`config.mk`:
```
export PLATFORM = sky130hd
export DESIGN_NAME = kuf_seq
export DESIGN_NICKNAME = d
export VERILOG_FILES = /design/src/rtl/kuf_pkg.sv /design/src/rtl/kuf_seq.sv
export VERILOG_INCLUDE_DIRS = /design/src /design/src/rtl
export SDC_FILE = /design/constraint.sdc
export NUM_CORES = 1
export LEC_CHECK = 0
export BUFFER_PORTS_ARGS = -buffer_cell sky130_fd_sc_hd__buf_2
export CORE_UTILIZATION = 40
export CTS_CLUSTER_DIAMETER = 200
export DETAILED_ROUTE_END_ITERATION = 12
export HOLD_SLACK_MARGIN = 0.1
export MAX_ROUTING_LAYER = met4
export PLACE_DENSITY = 0.66
export REMOVE_ABC_BUFFERS = 1
export SYNTH_ARGS = -nofsm -noshare
export SYNTH_HDL_FRONTEND = slang
export SYNTH_SLANG_ARGS = --single-unit
export TNS_END_PERCENT = 30
```
`constraint.sdc`:
```
create_clock -name clock -period 3.25 [get_ports clock]
set_input_delay 0.1625 -clock clock [delete_from_list [all_inputs] [get_ports clock]]
set_output_delay 0.1625 -clock clock [all_outputs]
set_load 0.1 [all_outputs]
```
`src/rtl/kruskal_union_find_edge_filter_assert.svh`:
```
// Assertion macros shared by the union-find edge filter RTL.
// Included by files that carry concurrent assertions; no other dependencies.
`ifndef KRUSKAL_UNION_FIND_EDGE_FILTER_ASSERT_SVH
`define KRUSKAL_UNION_FIND_EDGE_FILTER_ASSERT_SVH

// Same-cycle implication.
`define KUF_ASSERT_IMP(name, clk, rst, ante, cons, msg) \
   name: assert property (@(posedge clk) disable iff (rst) (ante) |-> (cons)) \
      else $error(msg);

// Next-cycle implication.
`define KUF_ASSERT_NXT(name, clk, rst, ante, cons, msg) \
   name: assert property (@(posedge clk) disable iff (rst) (ante) |=> (cons)) \
      else $error(msg);

`endif

```
`src/rtl/kuf_pkg.sv`:
```
// Shared types and constants for the union-find edge filter.
// No dependencies; used by the sequencer and the top level.
package kuf_pkg;

   localparam int RANK_BITS = 4;
   localparam logic [RANK_BITS-1:0] RANK_MAX = 4'hF;
   localparam logic [9:0] COUNT_MAX = 10'd1023;

   localparam int CSR_INDEX_BITS = 1;
   localparam int CSR_DATA_BITS = 11;
   localparam logic [CSR_INDEX_BITS-1:0] CSR_REPORT_MAX = 1'b0;
   localparam logic [CSR_INDEX_BITS-1:0] CSR_VERTEX_COUNT = 1'b1;

   localparam logic OP_CLEAR = 1'b0;
   localparam logic OP_EDGE = 1'b1;

   typedef struct packed {
      logic        opcode;
      logic [9:0]  first_vertex;
      logic [9:0]  second_vertex;
      logic [15:0] edge_weight;
      logic        last_edge;
   } req_type;

   typedef struct packed {
      logic        accepted;
      logic        vertex_error;
      logic [31:0] tree_result;
      logic [9:0]  edges_taken;
      logic        final_result;
   } rsp_type;

   // Top level to sequencer.
   typedef struct packed {
      logic start;
      logic clear;
      logic skip;
   } kuf_cmd_type;

   // Sequencer to top level.
   typedef struct packed {
      logic idle;
      logic done;
      logic joined;
   } kuf_stat_type;

endpackage

```
`src/rtl/kuf_seq.sv`:
```
// Find/compress/link sequencer around one shared index comparator.
// Uses kuf_pkg and the assertion header; drives the kuf_mem ports.
`include "kruskal_union_find_edge_filter_assert.svh"

module kuf_seq #(
   parameter int MAX_VERTICES = 1024
) (
   input  logic                                             clock,
   input  logic                                             reset,
   input  kuf_pkg::kuf_cmd_type                             cmd,
   input  logic [$clog2(MAX_VERTICES)-1:0]                  first_vertex,
   input  logic [$clog2(MAX_VERTICES)-1:0]                  second_vertex,
   input  logic                                             rsp_free,
   output kuf_pkg::kuf_stat_type                            stat,
   output logic                                             wr_en,
   output logic [$clog2(MAX_VERTICES)-1:0]                  wr_addr,
   output logic [kuf_pkg::RANK_BITS+$clog2(MAX_VERTICES)-1:0] wr_data,
   output logic [$clog2(MAX_VERTICES)-1:0]                  rd_addr,
   input  logic [kuf_pkg::RANK_BITS+$clog2(MAX_VERTICES)-1:0] rd_data
);

   localparam int VB = $clog2(MAX_VERTICES);
   localparam int RB = kuf_pkg::RANK_BITS;
   localparam logic [VB-1:0] LastIndex = VB'(MAX_VERTICES - 1);

   typedef enum logic [6:0] {
      ST_SWEEP = 7'b0000001,
      ST_IDLE  = 7'b0000010,
      ST_FIND  = 7'b0000100,
      ST_COMP  = 7'b0001000,
      ST_LINK  = 7'b0010000,
      ST_LINK2 = 7'b0100000,
      ST_DONE  = 7'b1000000
   } state_type;

   state_type       state_ff, state_in;
   logic [VB-1:0]   cnt_ff, cnt_in;
   logic            sweep_rsp_ff, sweep_rsp_in;
   logic            joined_ff, joined_in;
   logic            side_ff, side_in;
   logic [VB-1:0]   node_ff, node_in;
   logic [VB-1:0]   start_ff, start_in;
   logic [VB-1:0]   second_ff, second_in;
   logic [VB-1:0]   root_ff, root_in;
   logic [VB-1:0]   ru_ff, ru_in;
   logic [VB-1:0]   rv_ff, rv_in;
   logic [RB-1:0]   rank_u_ff, rank_u_in;
   logic [RB-1:0]   rank_v_ff, rank_v_in;

   logic [VB-1:0]   d_parent;
   logic [RB-1:0]   d_rank;
   logic [VB-1:0]   cmp_a, cmp_b;
   logic            cmp_eq;
   logic [RB-1:0]   rank_v_inc;

   assign d_parent = rd_data[VB-1:0];
   assign d_rank = rd_data[RB+VB-1:VB];
   assign rank_v_inc = (rank_v_ff == kuf_pkg::RANK_MAX) ? rank_v_ff : rank_v_ff + RB'(1);

   // Shared comparator: root test in walk, end of compression, distinct roots.
   always_comb begin
      cmp_a = node_ff;
      cmp_b = d_parent;
      case (state_ff)
         ST_COMP: begin
            cmp_a = node_ff;
            cmp_b = root_ff;
         end
         ST_LINK: begin
            cmp_a = ru_ff;
            cmp_b = rv_ff;
         end
         default: begin
            cmp_a = node_ff;
            cmp_b = d_parent;
         end
      endcase
   end

   assign cmp_eq = (cmp_a == cmp_b);

   always_comb begin
      state_in = state_ff;
      cnt_in = cnt_ff;
      sweep_rsp_in = sweep_rsp_ff;
      joined_in = joined_ff;
      side_in = side_ff;
      node_in = node_ff;
      start_in = start_ff;
      second_in = second_ff;
      root_in = root_ff;
      ru_in = ru_ff;
      rv_in = rv_ff;
      rank_u_in = rank_u_ff;
      rank_v_in = rank_v_ff;
      wr_en = 1'b0;
      wr_addr = node_ff;
      wr_data = {d_rank, root_ff};
      rd_addr = node_ff;
      stat = '0;
      stat.idle = (state_ff == ST_IDLE);
      case (state_ff)
         ST_SWEEP: begin
            wr_en = 1'b1;
            wr_addr = cnt_ff;
            wr_data = {{RB{1'b0}}, cnt_ff};
            if (cnt_ff == LastIndex) begin
               cnt_in = '0;
               state_in = sweep_rsp_ff ? ST_DONE : ST_IDLE;
            end else begin
               cnt_in = cnt_ff + VB'(1);
            end
         end
         ST_IDLE: begin
            rd_addr = first_vertex;
            if (cmd.start) begin
               joined_in = 1'b0;
               if (cmd.clear) begin
                  sweep_rsp_in = 1'b1;
                  cnt_in = '0;
                  state_in = ST_SWEEP;
               end else if (cmd.skip) begin
                  state_in = ST_DONE;
               end else begin
                  node_in = first_vertex;
                  start_in = first_vertex;
                  second_in = second_vertex;
                  side_in = 1'b0;
                  state_in = ST_FIND;
               end
            end
         end
         ST_FIND: begin
            if (cmp_eq) begin
               // Root reached: note it, then restart from the vertex to compress.
               root_in = node_ff;
               if (side_ff) begin
                  rv_in = node_ff;
                  rank_v_in = d_rank;
               end else begin
                  ru_in = node_ff;
                  rank_u_in = d_rank;
               end
               rd_addr = start_ff;
               node_in = start_ff;
               state_in = ST_COMP;
            end else begin
               rd_addr = d_parent;
               node_in = d_parent;
            end
         end
         ST_COMP: begin
            if (cmp_eq) begin
               if (side_ff) begin
                  state_in = ST_LINK;
               end else begin
                  side_in = 1'b1;
                  rd_addr = second_ff;
                  node_in = second_ff;
                  start_in = second_ff;
                  state_in = ST_FIND;
               end
            end else begin
               // Point this node at the root, keep its rank, advance along the old chain.
               wr_en = 1'b1;
               wr_addr = node_ff;
               wr_data = {d_rank, root_ff};
               rd_addr = d_parent;
               node_in = d_parent;
            end
         end
         ST_LINK: begin
            state_in = ST_DONE;
            if (!cmp_eq) begin
               joined_in = 1'b1;
               wr_en = 1'b1;
               if (rank_u_ff > rank_v_ff) begin
                  wr_addr = rv_ff;
                  wr_data = {rank_v_ff, ru_ff};
               end else begin
                  wr_addr = ru_ff;
                  wr_data = {rank_u_ff, rv_ff};
                  if (rank_u_ff == rank_v_ff) begin
                     state_in = ST_LINK2;
                  end
               end
            end
         end
         ST_LINK2: begin
            wr_en = 1'b1;
            wr_addr = rv_ff;
            wr_data = {rank_v_inc, rv_ff};
            state_in = ST_DONE;
         end
         ST_DONE: begin
            if (rsp_free) begin
               stat.done = 1'b1;
               stat.joined = joined_ff;
               sweep_rsp_in = 1'b0;
               state_in = ST_IDLE;
            end
         end
         default: begin
            state_in = ST_IDLE;
         end
      endcase
   end

   always_ff @(posedge clock) begin
      if (reset) begin
         state_ff <= ST_SWEEP;
         cnt_ff <= '0;
         sweep_rsp_ff <= 1'b0;
         joined_ff <= 1'b0;
      end else begin
         state_ff <= state_in;
         cnt_ff <= cnt_in;
         sweep_rsp_ff <= sweep_rsp_in;
         joined_ff <= joined_in;
      end
   end

   always_ff @(posedge clock) begin
      side_ff <= side_in;
      node_ff <= node_in;
      start_ff <= start_in;
      second_ff <= second_in;
      root_ff <= root_in;
      ru_ff <= ru_in;
      rv_ff <= rv_in;
      rank_u_ff <= rank_u_in;
      rank_v_ff <= rank_v_in;
   end

   `KUF_ASSERT_IMP(a_comp_no_collide, clock, reset, (state_ff == ST_COMP) && wr_en, wr_addr != rd_addr, "compression write collides with chain read")
   `KUF_ASSERT_NXT(a_link_joins, clock, reset, (state_ff == ST_LINK) && !cmp_eq, joined_ff && ((state_ff == ST_DONE) || (state_ff == ST_LINK2)), "distinct roots not joined")

endmodule

```
==> flow_summary.toml <==
[pwr]
finalPower_uw = 3360
powerDensity_mw_per_mm2 = 439
ir_worst_vdd_v = 0.000259
p_leak_uw = 0.00308

[cts]
htreeDepth = 3
cts.path.max_buffers = 2
clock-sinks = 88
cts_tree = "yes"
cts-root-buf = "clkbuf_16"
insertion_delay_ns = 0.35
cts_buffers = 9
path_clk_slew_ns = 0.07

[synth]
synth_common_cells = "73 x nand2_1, 69 x edfxtp_1, 40 x mux2i_1"
async_flop_share = 0
synth_edf_count = 69
syn_avg_cell_area_um2 = 9.56
synth_largest_area_cell = "edfxtp_1"
synth_cells = 587
yosysUniqueCellTypes = 57
synth_ff_type = "edfxtp_1"
synth-seq-cells = 88
ys_warn_count = 0
synth_top_area_frac = 0.369
seq_area_frac_synth = 0.437
yosys-top-cells-area = "edfxtp_1 37%, mux2i_1 7.1%, dfxtp_1 6.8%"
synthesis.area_mm2 = 0.00561
synth.most_common_cell = "nand2_1"

[sta]
max_slew_margin = 0.423
finalSetupViolations = 83
drv_slew = 0
finClkSkew_ns = 0.00882
final-hold-violation-count = 0
max_freq_mhz = 266
finalWorstSetupSlack_ns = -0.503
min_period_ns = 3.75
rsz0062_at_grt = "true"
layout_worst_path_cycle_share = 1.15
worst_slew_pin_slew_ns = 0.859
setup_tns_ns = -23.79

[worst_setup_path]
worstSetupPathType = "reg2out"
r2r-start = "state_ff[6]$_SDFFE_PP0P_"
crit_chain = "or4_4 > nor3b_4 > buf_4 > mux2i_2 > xnor2_1 > buf_4 > nor4_2 > buf_4 > a31oi_4 > buf_12 > o221ai_1 > buf_4 > buf_12"
max_stage_delay_ns = 0.57
cp_max_fo = 14
cp_common_cell = "buf_4"
critPathCaptureType = "output pin"
cp-start-kind = "flop"
critPathTopFamily = "simple AND/OR/NAND/NOR gates"
cp_data_arrival_time_ns = 3.59
worstPathRequired_ns = 3.09
cp_slowest_cell = "or4_4"
cp_num_buf_inv = 6
crit_start = "state_ff[6]$_SDFFE_PP0P_"

[global_route]
grt_max_degree = 29
grtUsageTotal = 0.250
grt_pass1_vias = 5049
overflow = 0
grt_pass1_wl_mm = 26.8
antenna_found_initial = 0

[layout]
layout-drive-gt1-share = 0.281
n_antenna_cell = 0
fill_cells = 1171
fin_nets = 763
area_growth_pct = 36.4

[routing]
drt-initial-drc-count = 323
postRouteAntennaNets = 0
wl_per_cell_um = 19.4
drcViolationCount = 0
routed_via_density = 5.86
wl_mm = 17.4
vias = 5266
first_pass_iters = 5

[job]
cap_violations = 0

[hold_path]
min-delay-start = "reset"
worstHoldPathType = "in2reg"

[place]
dp_hpwl_mm = 13.1
pre_cts_slack_ns = -0.231
portBuffers = 77
globalplace.congestion = 0.961

[die]
io_pins = 78
rows = 42
start_util = 0.417
die_area_mm2 = 0.0145
fp.dieH_um = 120
core_mm2 = 0.0135
die_x_um = 120

[run_status]
outcome = "complete, but fails checks"
failed_checks = "negative setup slack"
[registers in the layout, indices dropped and copies added, names as in the netlist]
signal        cells
cnt_ff           10
joined_ff         1
node_ff          10
rank_u_ff         4
rank_v_ff         4
root_ff          10
ru_ff            10
rv_ff            10
second_ff        10
side_ff           1
start_ff         10
state_ff          7
sweep_rsp_ff      1
[through the flow]
stage	util	cells	hold WS [ns]	area, µm²
global placement	0.525	865	0.339	7070
floorplan	-	550	0.232	5420
finish	0.569	898	0.116	7660
global route	0.569	898	0.119	7660
CTS	0.563	897	0.106	7580
detailed placement	0.525	865	0.341	7070
[where the power goes]
group | switching (µW) | internal (µW) | leakage, µW
registers | 19.2 | 1220 | 0.000772
logic | 680 | 391 | 0.00215
clock network | 463 | 590 | 0.000152
[cell type report]
| type | instances | area (µm²) | share of cell area |
|---|---|---|---|
| tap | 176 | 220 | 0.0288 |
| sequential | 88 | 2450 | 0.320 |
| clock inverter | 5 | 35.0 | 0.00458 |
| inverter | 33 | 124 | 0.0162 |
| clock buffer | 11 | 264 | 0.0345 |
| multi-input combinational | 429 | 2960 | 0.387 |
| timing repair buffer | 156 | 1600 | 0.209 |
[worst paths after layout]
kind                            endpoint  slack, ns  depth (start not counted)
setup / recovery              wr_addr[3]      -0.50                         13
hold / removal    joined_ff$_SDFFE_PP0P_       0.12                          2
setup reg to reg   start_ff[3]$_DFFE_PP_      -0.26                         14
hold reg to reg   joined_ff$_SDFFE_PP0P_       0.46                          2
[cell families after synthesis]
family / synth area share
compound gates: 0.210
fa+ha+maj: 0.0134
simple gates: 0.184
buf+inv: 0.0566
flops: 0.437
mux: 0.0753
xor+xnor: 0.0234
[layout by cell type, fill, tap and decap left out, drive strengths merged, types with 3 or more instances in the layout]
cell | Yosys | final
o21ai | 25 | 25
nor2b | 12 | 12
ha | 6 | 6
a21oi | 35 | 35
and3 | 8 | 8
o211ai | 34 | 34
edfxtp | 69 | 69
nor3 | 15 | 15
o21a | 7 | 7
or4 | 3 | 3
o221ai | 20 | 20
nor4b | 3 | 3
xor2 | 7 | 7
nand4 | 4 | 4
a22oi | 8 | 8
nand2b | 8 | 8
nand3 | 19 | 19
xnor2 | 8 | 8
dlygate4sd3 | 0 | 14
inv | 33 | 36
o22ai | 3 | 3
o32a | 4 | 4
mux2i | 40 | 40
nor2 | 36 | 36
buf | 16 | 141
a221oi | 3 | 3
a31oi | 8 | 8
clkbuf | 21 | 12
dfxtp | 19 | 19
or3 | 5 | 5
nand2 | 73 | 73
a311oi | 3 | 3
nor4 | 12 | 12
[metal layers]
| metal | vias to the layer above | global-route usage | share of wire |
|---|---|---|---|
| met5 | - | - | 0 |
| li1 | 2479 | - | - |
| met4 | 0 | 0.104 | 0.030 |
| met2 | 224 | 0.405 | 0.48 |
| met1 | 2533 | 0.310 | 0.42 |
| met3 | 30 | 0.0415 | 0.068 |
[repair_timing]
item                                   4_1_cts  5_1_grt
hold buffers                                14        0
resized for setup                           12       14
pin swaps                                   14        3
setup buffers                                2        1
setup endpoints to repair                   74       92
endpoints found under the hold margin       18        0
No activity file was read; power rests on OpenSTA's default activity.
